$ cat src/bqbp_pkg.sv
`timescale 1ns / 1ps

package bqbp_pkg;

  // Coefficients are signed Q2.x words of fixed width.
  localparam int COEF_BITS    = 24;
  localparam int REG_IDX_BITS = 3;

  // Step counter runs 0..4 inside one section: four multiplies, one trailing accumulate.
  localparam logic [2:0] CALC_LAST  = 3'd4;
  localparam logic [2:0] CALC_FIRST = 3'd1;

  typedef enum logic [REG_IDX_BITS-1:0] {
    REG_FIRST_B0  = 3'd0,
    REG_FIRST_A1  = 3'd1,
    REG_FIRST_A2  = 3'd2,
    REG_SECOND_B0 = 3'd3,
    REG_SECOND_A1 = 3'd4,
    REG_SECOND_A2 = 3'd5
  } cfg_reg_t;

  // One term of the section sum.
  typedef enum logic [1:0] {
    TERM_B0 = 2'd0,
    TERM_B2 = 2'd1,
    TERM_A1 = 2'd2,
    TERM_A2 = 2'd3
  } term_t;

  typedef enum logic [1:0] {
    ST_IDLE = 2'd0,
    ST_CALC = 2'd1,
    ST_SECT = 2'd2,
    ST_HOLD = 2'd3
  } seq_state_t;

  typedef struct packed {
    logic acc_en;
    logic acc_first;
    logic acc_sub;
  } mac_ctrl_t;

  typedef struct packed {
    mac_ctrl_t mac;
    logic      sec;
    term_t     term;
    logic      take_mid;
    logic      take_final;
    logic      load_out;
  } seq_ctrl_t;

endpackage

$ cat src/bqbp_mac.sv
`timescale 1ns / 1ps

module bqbp_mac import bqbp_pkg::*; #(
  parameter int SAMPLE_BITS    = 24,
  parameter int COEF_FRAC_BITS = 22
) (
  input  logic                          clk,
  input  mac_ctrl_t                     ctrl,
  input  logic signed [SAMPLE_BITS-1:0] mul_a,
  input  logic signed [COEF_BITS-1:0]   mul_b,
  output logic signed [SAMPLE_BITS-1:0] result
);

  localparam int PROD_BITS = SAMPLE_BITS + COEF_BITS;
  localparam int ACC_BITS  = PROD_BITS + 2;

  localparam logic signed [ACC_BITS-1:0] RND =
    {{(ACC_BITS-COEF_FRAC_BITS){1'b0}}, 1'b1, {(COEF_FRAC_BITS-1){1'b0}}};
  localparam logic signed [ACC_BITS-1:0] SAT_HI =
    {{(ACC_BITS-SAMPLE_BITS+1){1'b0}}, {(SAMPLE_BITS-1){1'b1}}};
  localparam logic signed [ACC_BITS-1:0] SAT_LO =
    {{(ACC_BITS-SAMPLE_BITS+1){1'b1}}, {(SAMPLE_BITS-1){1'b0}}};

  logic signed [PROD_BITS-1:0] prod;
  logic signed [ACC_BITS-1:0]  acc;
  logic signed [ACC_BITS-1:0]  acc_next;
  logic signed [ACC_BITS-1:0]  prod_ext;
  logic signed [ACC_BITS-1:0]  base;
  logic signed [ACC_BITS-1:0]  shifted;

  always_ff @(posedge clk) begin
    prod <= mul_a * mul_b;
    if (ctrl.acc_en) begin
      acc <= acc_next;
    end
  end

  // The rounding constant is loaded with the first term, so the final
  // shift needs no further add.
  always_comb begin
    prod_ext = {{2{prod[PROD_BITS-1]}}, prod};
    base     = ctrl.acc_first ? RND : acc;
    acc_next = ctrl.acc_sub ? (base - prod_ext) : (base + prod_ext);
    shifted  = acc >>> COEF_FRAC_BITS;
    if (shifted > SAT_HI) begin
      result = SAT_HI[SAMPLE_BITS-1:0];
    end else if (shifted < SAT_LO) begin
      result = SAT_LO[SAMPLE_BITS-1:0];
    end else begin
      result = shifted[SAMPLE_BITS-1:0];
    end
  end

endmodule

$ cat src/bqbp_seq.sv
`timescale 1ns / 1ps

module bqbp_seq import bqbp_pkg::*; (
  input  logic      clk,
  input  logic      rst,
  input  logic      start,
  input  logic      clear,
  input  logic      out_free,
  output seq_ctrl_t ctrl,
  output logic      busy
);

  seq_state_t state;
  seq_state_t state_next;
  logic [2:0] cnt;
  logic [2:0] cnt_next;
  logic       sec;
  logic       sec_next;

  always_ff @(posedge clk) begin
    if (rst) begin
      state <= ST_IDLE;
      cnt   <= '0;
      sec   <= 1'b0;
    end else begin
      state <= state_next;
      cnt   <= cnt_next;
      sec   <= sec_next;
    end
  end

  always_comb begin
    state_next = state;
    cnt_next   = cnt;
    sec_next   = sec;
    ctrl       = '0;
    ctrl.sec   = sec;
    ctrl.term  = term_t'(cnt[1:0]);
    busy       = (state != ST_IDLE);
    unique case (state)
      ST_IDLE: begin
        if (start) begin
          state_next = ST_CALC;
          cnt_next   = '0;
          sec_next   = 1'b0;
        end else if (clear) begin
          state_next = ST_HOLD;
        end
      end
      ST_CALC: begin
        // The accumulator takes the registered product of the step before.
        ctrl.mac.acc_en    = (cnt != 3'd0);
        ctrl.mac.acc_first = (cnt == CALC_FIRST);
        ctrl.mac.acc_sub   = (cnt != CALC_FIRST);
        cnt_next = cnt + 3'd1;
        if (cnt == CALC_LAST) begin
          state_next = ST_SECT;
        end
      end
      ST_SECT: begin
        if (!sec) begin
          ctrl.take_mid = 1'b1;
          sec_next      = 1'b1;
          cnt_next      = '0;
          state_next    = ST_CALC;
        end else begin
          ctrl.take_final = 1'b1;
          state_next      = ST_HOLD;
        end
      end
      ST_HOLD: begin
        if (out_free) begin
          ctrl.load_out = 1'b1;
          state_next    = ST_IDLE;
        end
      end
      default: begin
        state_next = ST_IDLE;
      end
    endcase
  end

endmodule

$ cat src/cascaded_biquad_bandpass_unit.sv
`timescale 1ns / 1ps

// Two cascaded direct-form-I biquad bandpass sections sharing one multiplier.
// Input channel: in_valid/in_stall carry op and sample. op low filters the
// sample; op high clears all six history words and yields a zero result.
// Output channel: out_valid/out_stall carry filtered, held in an output
// register that stays stable while out_stall is high.
// Coefficients are written through wr_en/wr_index/wr_data (indexes 0..5:
// first b0, a1, a2, then second b0, a1, a2; other indexes are ignored).
// They should only change while no transaction is in flight.
// A filter transaction runs, for each section, four multiply steps plus one
// accumulate step and one result step through the single shared
// multiply-accumulate unit, then loads the output register once that is free;
// only then can the next transaction be accepted. A clear transaction goes
// straight to loading the output register.
// in_stall is high while a transaction is being computed or while its result
// waits for the output register to free up; a stalled receiver therefore
// holds off at most one further transaction.
// Synchronous reset zeroes coefficients and history and empties the output.
module cascaded_biquad_bandpass_unit import bqbp_pkg::*; #(
  parameter int SAMPLE_BITS    = 24,
  parameter int COEF_FRAC_BITS = 22
) (
  input  logic                          clk,
  input  logic                          rst,
  input  logic                          in_valid,
  output logic                          in_stall,
  input  logic                          op,
  input  logic signed [SAMPLE_BITS-1:0] sample,
  output logic                          out_valid,
  input  logic                          out_stall,
  output logic signed [SAMPLE_BITS-1:0] filtered,
  input  logic                          wr_en,
  input  logic [REG_IDX_BITS-1:0]       wr_index,
  input  logic [COEF_BITS-1:0]          wr_data
);

  // Coefficient registers.
  logic signed [COEF_BITS-1:0] first_b0;
  logic signed [COEF_BITS-1:0] first_a1;
  logic signed [COEF_BITS-1:0] first_a2;
  logic signed [COEF_BITS-1:0] second_b0;
  logic signed [COEF_BITS-1:0] second_a1;
  logic signed [COEF_BITS-1:0] second_a2;

  // History of input, inter-section and output samples.
  logic signed [SAMPLE_BITS-1:0] in_hist_one;
  logic signed [SAMPLE_BITS-1:0] in_hist_two;
  logic signed [SAMPLE_BITS-1:0] mid_hist_one;
  logic signed [SAMPLE_BITS-1:0] mid_hist_two;
  logic signed [SAMPLE_BITS-1:0] out_hist_one;
  logic signed [SAMPLE_BITS-1:0] out_hist_two;

  logic signed [SAMPLE_BITS-1:0] sample_reg;
  logic signed [SAMPLE_BITS-1:0] mid_res;
  logic signed [SAMPLE_BITS-1:0] res;

  logic                          accept;
  logic                          out_free;
  logic                          busy;
  seq_ctrl_t                     ctrl;
  logic signed [SAMPLE_BITS-1:0] mul_a;
  logic signed [COEF_BITS-1:0]   mul_b;
  logic signed [SAMPLE_BITS-1:0] mac_result;

  assign in_stall = busy;
  assign accept   = in_valid && !in_stall;
  assign out_free = !out_valid || !out_stall;

  bqbp_seq u_seq (
    .clk      (clk),
    .rst      (rst),
    .start    (accept && !op),
    .clear    (accept && op),
    .out_free (out_free),
    .ctrl     (ctrl),
    .busy     (busy)
  );

  // Operand selection for the current term of the current section. The
  // second section's feed-forward history is the first section's output.
  always_comb begin
    unique case (ctrl.term)
      TERM_B0: begin
        mul_b = ctrl.sec ? second_b0 : first_b0;
        mul_a = ctrl.sec ? mid_res : sample_reg;
      end
      TERM_B2: begin
        mul_b = ctrl.sec ? second_b0 : first_b0;
        mul_a = ctrl.sec ? mid_hist_two : in_hist_two;
      end
      TERM_A1: begin
        mul_b = ctrl.sec ? second_a1 : first_a1;
        mul_a = ctrl.sec ? out_hist_one : mid_hist_one;
      end
      TERM_A2: begin
        mul_b = ctrl.sec ? second_a2 : first_a2;
        mul_a = ctrl.sec ? out_hist_two : mid_hist_two;
      end
      default: begin
        mul_b = '0;
        mul_a = '0;
      end
    endcase
  end

  bqbp_mac #(
    .SAMPLE_BITS    (SAMPLE_BITS),
    .COEF_FRAC_BITS (COEF_FRAC_BITS)
  ) u_mac (
    .clk    (clk),
    .ctrl   (ctrl.mac),
    .mul_a  (mul_a),
    .mul_b  (mul_b),
    .result (mac_result)
  );

  // Coefficient writes.
  always_ff @(posedge clk) begin
    if (rst) begin
      first_b0  <= '0;
      first_a1  <= '0;
      first_a2  <= '0;
      second_b0 <= '0;
      second_a1 <= '0;
      second_a2 <= '0;
    end else if (wr_en) begin
      case (wr_index)
        REG_FIRST_B0:  first_b0  <= wr_data;
        REG_FIRST_A1:  first_a1  <= wr_data;
        REG_FIRST_A2:  first_a2  <= wr_data;
        REG_SECOND_B0: second_b0 <= wr_data;
        REG_SECOND_A1: second_a1 <= wr_data;
        REG_SECOND_A2: second_a2 <= wr_data;
        default: begin
        end
      endcase
    end
  end

  // History is cleared by reset or by a clear transaction, and shifts only
  // once the second section has produced its result.
  always_ff @(posedge clk) begin
    if (rst || (accept && op)) begin
      in_hist_one  <= '0;
      in_hist_two  <= '0;
      mid_hist_one <= '0;
      mid_hist_two <= '0;
      out_hist_one <= '0;
      out_hist_two <= '0;
    end else if (ctrl.take_final) begin
      in_hist_two  <= in_hist_one;
      in_hist_one  <= sample_reg;
      mid_hist_two <= mid_hist_one;
      mid_hist_one <= mid_res;
      out_hist_two <= out_hist_one;
      out_hist_one <= mac_result;
    end
  end

  // Data path registers.
  always_ff @(posedge clk) begin
    if (accept) begin
      sample_reg <= sample;
    end
    if (accept && op) begin
      res <= '0;
    end else if (ctrl.take_final) begin
      res <= mac_result;
    end
    if (ctrl.take_mid) begin
      mid_res <= mac_result;
    end
    if (ctrl.load_out) begin
      filtered <= res;
    end
  end

  always_ff @(posedge clk) begin
    if (rst) begin
      out_valid <= 1'b0;
    end else if (ctrl.load_out) begin
      out_valid <= 1'b1;
    end else if (!out_stall) begin
      out_valid <= 1'b0;
    end
  end

endmodule
$ cat config.mk
export PLATFORM = sky130hd
export DESIGN_NAME = cascaded_biquad_bandpass_unit
export DESIGN_NICKNAME = d
export VERILOG_FILES = /design/src/bqbp_pkg.sv /design/src/bqbp_mac.sv /design/src/bqbp_seq.sv /design/src/cascaded_biquad_bandpass_unit.sv
export SDC_FILE = /design/constraint.sdc
export NUM_CORES = 2
export LEC_CHECK = 0
export ABC_AREA = 1
export BUFFER_PORTS_ARGS = -buffer_cell sky130_fd_sc_hd__clkbuf_2
export CAP_MARGIN = 15
export CORE_ASPECT_RATIO = 1.4
export CORE_MARGIN = 2
export CORE_UTILIZATION = 50
export DETAILED_ROUTE_END_ITERATION = 7
export GPL_TIMING_DRIVEN = 0
export PLACE_DENSITY = 0.69
export SLEW_MARGIN = 15
export SYNTH_ARGS = -nofsm -noshare
export SYNTH_HDL_FRONTEND = slang
export SYNTH_HIERARCHICAL = 1
export SYNTH_SLANG_ARGS = --single-unit
$ cat constraint.sdc
create_clock -name clk -period 23 [get_ports clk]
set_clock_uncertainty 0.1 [all_clocks]
set_input_delay 5.75 -clock clk [delete_from_list [all_inputs] [get_ports clk]]
set_output_delay 5.75 -clock clk [all_outputs]
set_load 0.03 [all_outputs]
## Yosys cells after proc, flatten, opt, wreduce, memory -nomap -nowiden

Cells that the tools add are included.

- Bits in registers: 489
- Bits of input ports: 57
- Output and inout port bits: 26
- Word-level logic and storage cells: 106

- $add $sub $neg: 3
- Multipliers: 1
- Magnitude comparators: 2
- Equality and inequality tests: 20
- Muxes and demuxes: 32
- Reductions and logical operators: 26

Operator list:

| cell | count |
|---|---|
| $mux 24 | 9 |
| $mux 50 | 2 |
| $pmux 24 s4 | 1 |
| $pmux 24 s3 | 1 |
| $add 50x48->50 | 1 |
| $sub 50x48->50 | 1 |
| $mul 24x24->48 | 1 |
| $gt 28x24->1 const B | 1 |
| $lt 28x24->1 const B | 1 |
| $reduce_and 2->1 | 7 |
| $mux 2 | 6 |
| $eq 3x3->1 const B | 3 |
| $mux 3 | 3 |
| $pmux 3 s3 | 1 |
| $eq 2x2->1 const B | 4 |
| $pmux 2 s4 | 1 |
| $mux 1 | 7 |
| $eq 3x1->1 const B | 2 |
| $eq 3x2->1 const B | 2 |
| $ne 2x1->1 const B | 3 |
| $ne 3x1->1 const B | 2 |
| $reduce_and 3->1 | 2 |
| $reduce_bool 3->1 | 2 |
| $eq 2x1->1 const B | 2 |
| other kinds (10) | 19 |

## Depth between registers and ports, before layout

- Depth after elaboration: 7
- Mapped depth: 39
- Mapped depth without buffers: 34

## By module

Netlist, hierarchy kept.

By module, submodules not included:

| module | instances | cells an instance | area an instance (um^2) | sequential area each (um^2) |
|---|---|---|---|---|
| bqbp_mac | 1 | 4534 | 31941.9 | 2462.4 |
| cascaded_biquad_bandpass_unit | 1 | 2308 | 16510.8 | 8428.1 |
| bqbp_seq | 1 | 64 | 412.9 | 120.1 |

## Worst setup path after synthesis

OpenSTA, ideal clock, no wires.

- Path type: input -> register
- From: in out_stall
- To: reg filtered[0] (enable)
- Library setup time: 0.438 ns
- Arrival: 7.579 ns
- Required time: 22.462 ns
- Setup slack: 14.883 ns
- Cell stages on the path: 3
- Path buffers: 0
- Path through: nand2_1 > inv_1 > nor3_1

RTL lines:

| item | line | RTL |
|---|---|---|
| from (decl) | cascaded_biquad_bandpass_unit.sv:31 | `input logic out_stall,` |
| to (signal assigned) | cascaded_biquad_bandpass_unit.sv:175 | `filtered <= res;` |
| to (decl) | cascaded_biquad_bandpass_unit.sv:32 | `output logic signed [SAMPLE_BITS-1:0] filtered,` |

## Worst setup path after layout

- From: reg u_seq.sec
- To: reg u_mac.prod[47]

- Cells in the longest elaborated chain, start to end: 3
- Elaborated cells on any way between the ends: 10
- Those cells by class: mul: 1; mux: 9

Ends and longest elaborated chain:

| item | line | RTL |
|---|---|---|
| from (decl) | bqbp_seq.sv:17 | `logic sec;` |
| from (signal assigned) | bqbp_seq.sv:28 | `sec <= sec_next;` |
| $mux 24, on equally long branches | - |  |
| $pmux 24 s3 * | cascaded_biquad_bandpass_unit.sv:83 | `unique case (ctrl.term)` |
| named net mul_b[10] | cascaded_biquad_bandpass_unit.sv:63 | `logic signed [COEF_BITS-1:0] mul_b;` |
| $mul 24x24->48 * | bqbp_mac.sv:32 | `prod <= mul_a * mul_b;` |
| to (signal assigned) | bqbp_mac.sv:32 |  |
| to (decl) | bqbp_mac.sv:24 | `logic signed [PROD_BITS-1:0] prod;` |

The timed path passes the listed nets; every way through them passes the cells marked *.
A chain may end at the register's enable or synchronous reset.

==> out/qor.csv <==
stage,metric,value,unit
routing,drt-wirelength-per-cell,21.6,um
layout,layout.nets,7899,
logic_synthesis,synth_edf_count,122,
routing,via_per_inst,5.31,
worst_setup_path,timing.rr.end,u_mac/prod[47]$_DFF_P_,
logic_synthesis,synthMuxAreaShare,0.000205,
placed_design,hpwl,148000,um
clock_tree,cts_buffer_depth,3,
worst_setup_path,crit_cells,31,
global_route,grt_overflow,0,
layout,syn2layout_area_growth,7.90,%
global_route,grt_pass1_wl,271000,um
worst_setup_path,worstSetupPathType,flop to flop,
min_path,min_delay_path_depth,0,
clock_tree,ctsResizeCount,0,
global_route,antenna_found_initial,3,
logic_synthesis,synth-simple-area-share,0.261,
global_route,grtUsageTotal,0.367,
routing,vias,44500,
logic_synthesis,syn-mean-instance-area,7.08,sq um
logic_synthesis,synth_top_area_cell,fa_1,
logic_synthesis,synth_xor_area_frac,0.0186,
sta,setup-violations-final,0,
worst_setup_path,rr_startpoint,u_seq/sec$_SDFFE_PP0P_,
layout,multi_input_area,30900,sq um
placed_design,portBuffers,81,
layout,mostFrequentLayoutCell,nand2_1,
floorplanning,ios,83,
logic_synthesis,yosysSeqAreaShare,0.225,
floorplanning,fp.dieW,268,um
logic_synthesis,yosys_most_used_dff,dfxtp_1,
placed_design,gp_routability_congestion,1.02,
routing,drtIter0Drc,4042,
routing,drt-total-wl,181000,um
clock_tree,holdBufCountCts,0,
worst_setup_path,critPathCaptureType,flop,
floorplanning,core_area,96800,sq um
layout,fillers,9684,
logic_synthesis,yosys_register_bits,489,
routing,drtAntennaViolNets,0,
outcome,status,finished clean,
worst_setup_path,reg2reg_slack,12.86,ns
clock_tree,cts_tree,done,
floorplanning,die_y,374,um
logic_synthesis,synth-compound-area-share,0.0548,
worst_setup_path,critPathTopFamily,adder cells,
logic_synthesis,syn-num-nets,7758,
logic_synthesis,synthDistinctLibCells,49,
routing,drc,0,
layout,seqCellArea,11000,sq um
logic_synthesis,synth_warnings,6,
clock_tree,clkSlewWorstSetupHoldPaths,0.07,ns
sta,period_needed,10.14,ns
worst_setup_path,required,23.37,ns
layout,largest-register,u_mac/acc,
sta,rsz0062_at_grt,false,
worst_setup_path,cp_num_buf_inv,11,
routing,first_pass_iters,8,
floorplanning,rows,135,
floorplanning,initial_core_util,0.505,
logic_synthesis,synthTopCellsByArea,"fa_1, nand2_1, dfxtp_1",
layout,largest_register_ffs,50,
sta,fin_crit_sh,0.441,
sta,slew_violations,0,
logic_synthesis,async_reset_ff_frac,0,
logic_synthesis,synthAdderAreaFrac,0.297,
clock_tree,cts.htree.levels,2,
layout,final_cell_mix,"nand2_1, inv_1, nor2_1",
global_route,grt_pass1_vias,44600,
sta,tns,0,ns
worst_setup_path,cpPeakStageDelay,0.79,ns
clock_tree,postCtsSetupBuffers,0,
worst_setup_path,cpMaxStageDelayCell,fa_1,
clock_tree,insertion_delay,0.62,ns
min_path,hold_path_end,filtered[18]$_DFFE_PP_,
min_path,worstHoldStart,res[18]$_SDFFE_PP0P_,
logic_synthesis,syn_area,48900,sq um
run,max-cap-violations,0,
global_route,grt_max_degree,25,
worst_setup_path,cp_max_fo,10,
worst_setup_path,r2r_cells,31,
clock_tree,cts_made_buffers,51,
floorplanning,dieArea,100000,sq um
logic_synthesis,synth_top_area_frac,0.249,
logic_synthesis,synth_top_family_by_area,adder cells,
sta,worst_pin_slew,1.23,ns
worst_setup_path,cp.arrival,10.51,ns
layout,largest_registers,"u_mac/acc: 50 flops, u_mac/prod: 48 flops",
sta,fmax,0.0986,GHz
sta,relSlewSlack,0.179,
layout,drive_gt1_frac,0.0536,
worst_setup_path,critPathLaunchType,flop,
worst_setup_path,path_common_cell,fa_1,
clock_tree,clock-sinks,489,
sta,hold_viol,0,
min_path,hold_class,flop to flop,
clock_tree,clockRootBuffer,clkbuf_16,
logic_synthesis,postSynthCellCount,6906,
-- final cells by class --
type,instances,share of cell area
Tap cell,1301,0.0309
Clock inverter,25,0.00482
Buffer,265,0.0228
Timing Repair Buffer,88,0.00985
Multi-Input combinational cell,4615,0.586
Sequential cell,489,0.209
Antenna cell,3,0.000142
Clock buffer,66,0.0270
Inverter,1537,0.109
-- cells in the mapped netlist, drive strengths merged, types with 24 or more instances --
cell    number
nand2     2087
inv       1528
nor2       785
fa         608
dfxtp      367
a21oi      282
o21ai      199
nand3      197
ha         187
clkbuf     161
edfxtp     122
buf        104
nand4       91
xor2        79
xnor2       24
-- routing by layer --
| metal | up-vias | routed length, um | global-route usage |
|---|---|---|---|
| li1 | 20600 | - | - |
| met1 | 21200 | 65600 | 0.422 |
| met2 | 1992 | 85300 | 0.611 |
| met3 | 660 | 12600 | 0.0473 |
| met4 | 4 | 18000 | 0.296 |
| met5 | - | 28 | 0 |
-- how the worst max path moves through the flow --
stage | start | end | slack [ns]
after floorplan | out_stall | filtered[0]$_DFFE_PP_ | 14.88
after global placement | u_seq/cnt[0]$_SDFFE_PP0P_ | u_mac/prod[47]$_DFF_P_ | 13.35
after detailed placement | u_seq/sec$_SDFFE_PP0P_ | u_mac/prod[47]$_DFF_P_ | 13.26
after CTS | u_seq/sec$_SDFFE_PP0P_ | u_mac/prod[47]$_DFF_P_ | 13.22
after global routing | u_seq/sec$_SDFFE_PP0P_ | u_mac/prod[47]$_DFF_P_ | 12.60
final | u_seq/sec$_SDFFE_PP0P_ | u_mac/prod[47]$_DFF_P_ | 12.86
-- stage by stage --
stage | setup slack (ns) | area [sq um] | std cells | hold slack (ns) | util
after floorplan | 14.88 | 48900 | 6906 | 0.309 | -
after global placement | 13.35 | 50900 | 8288 | 0.314 | 0.526
after detailed placement | 13.26 | 51000 | 8295 | 0.318 | 0.527
after CTS | 13.22 | 52700 | 8386 | 0.334 | 0.545
after global routing | 12.60 | 52700 | 8386 | 0.350 | 0.545
final | 12.86 | 52700 | 8389 | 0.339 | 0.545
-- cells by family (layout without fill, tap and decap cells) --
group / Yosys count / after routing
compound gates: 513 / 513
xor+xnor: 103 / 103
fa+ha+maj: 795 / 795
buf+inv: 1802 / 1981
flops: 489 / 489
mux: 1 / 1
other cells: 0 / 3
simple gates: 3203 / 3203
Power is not shown: default switching activity piles up to over one toggle a cycle in this logic, so the estimate is an artifact.
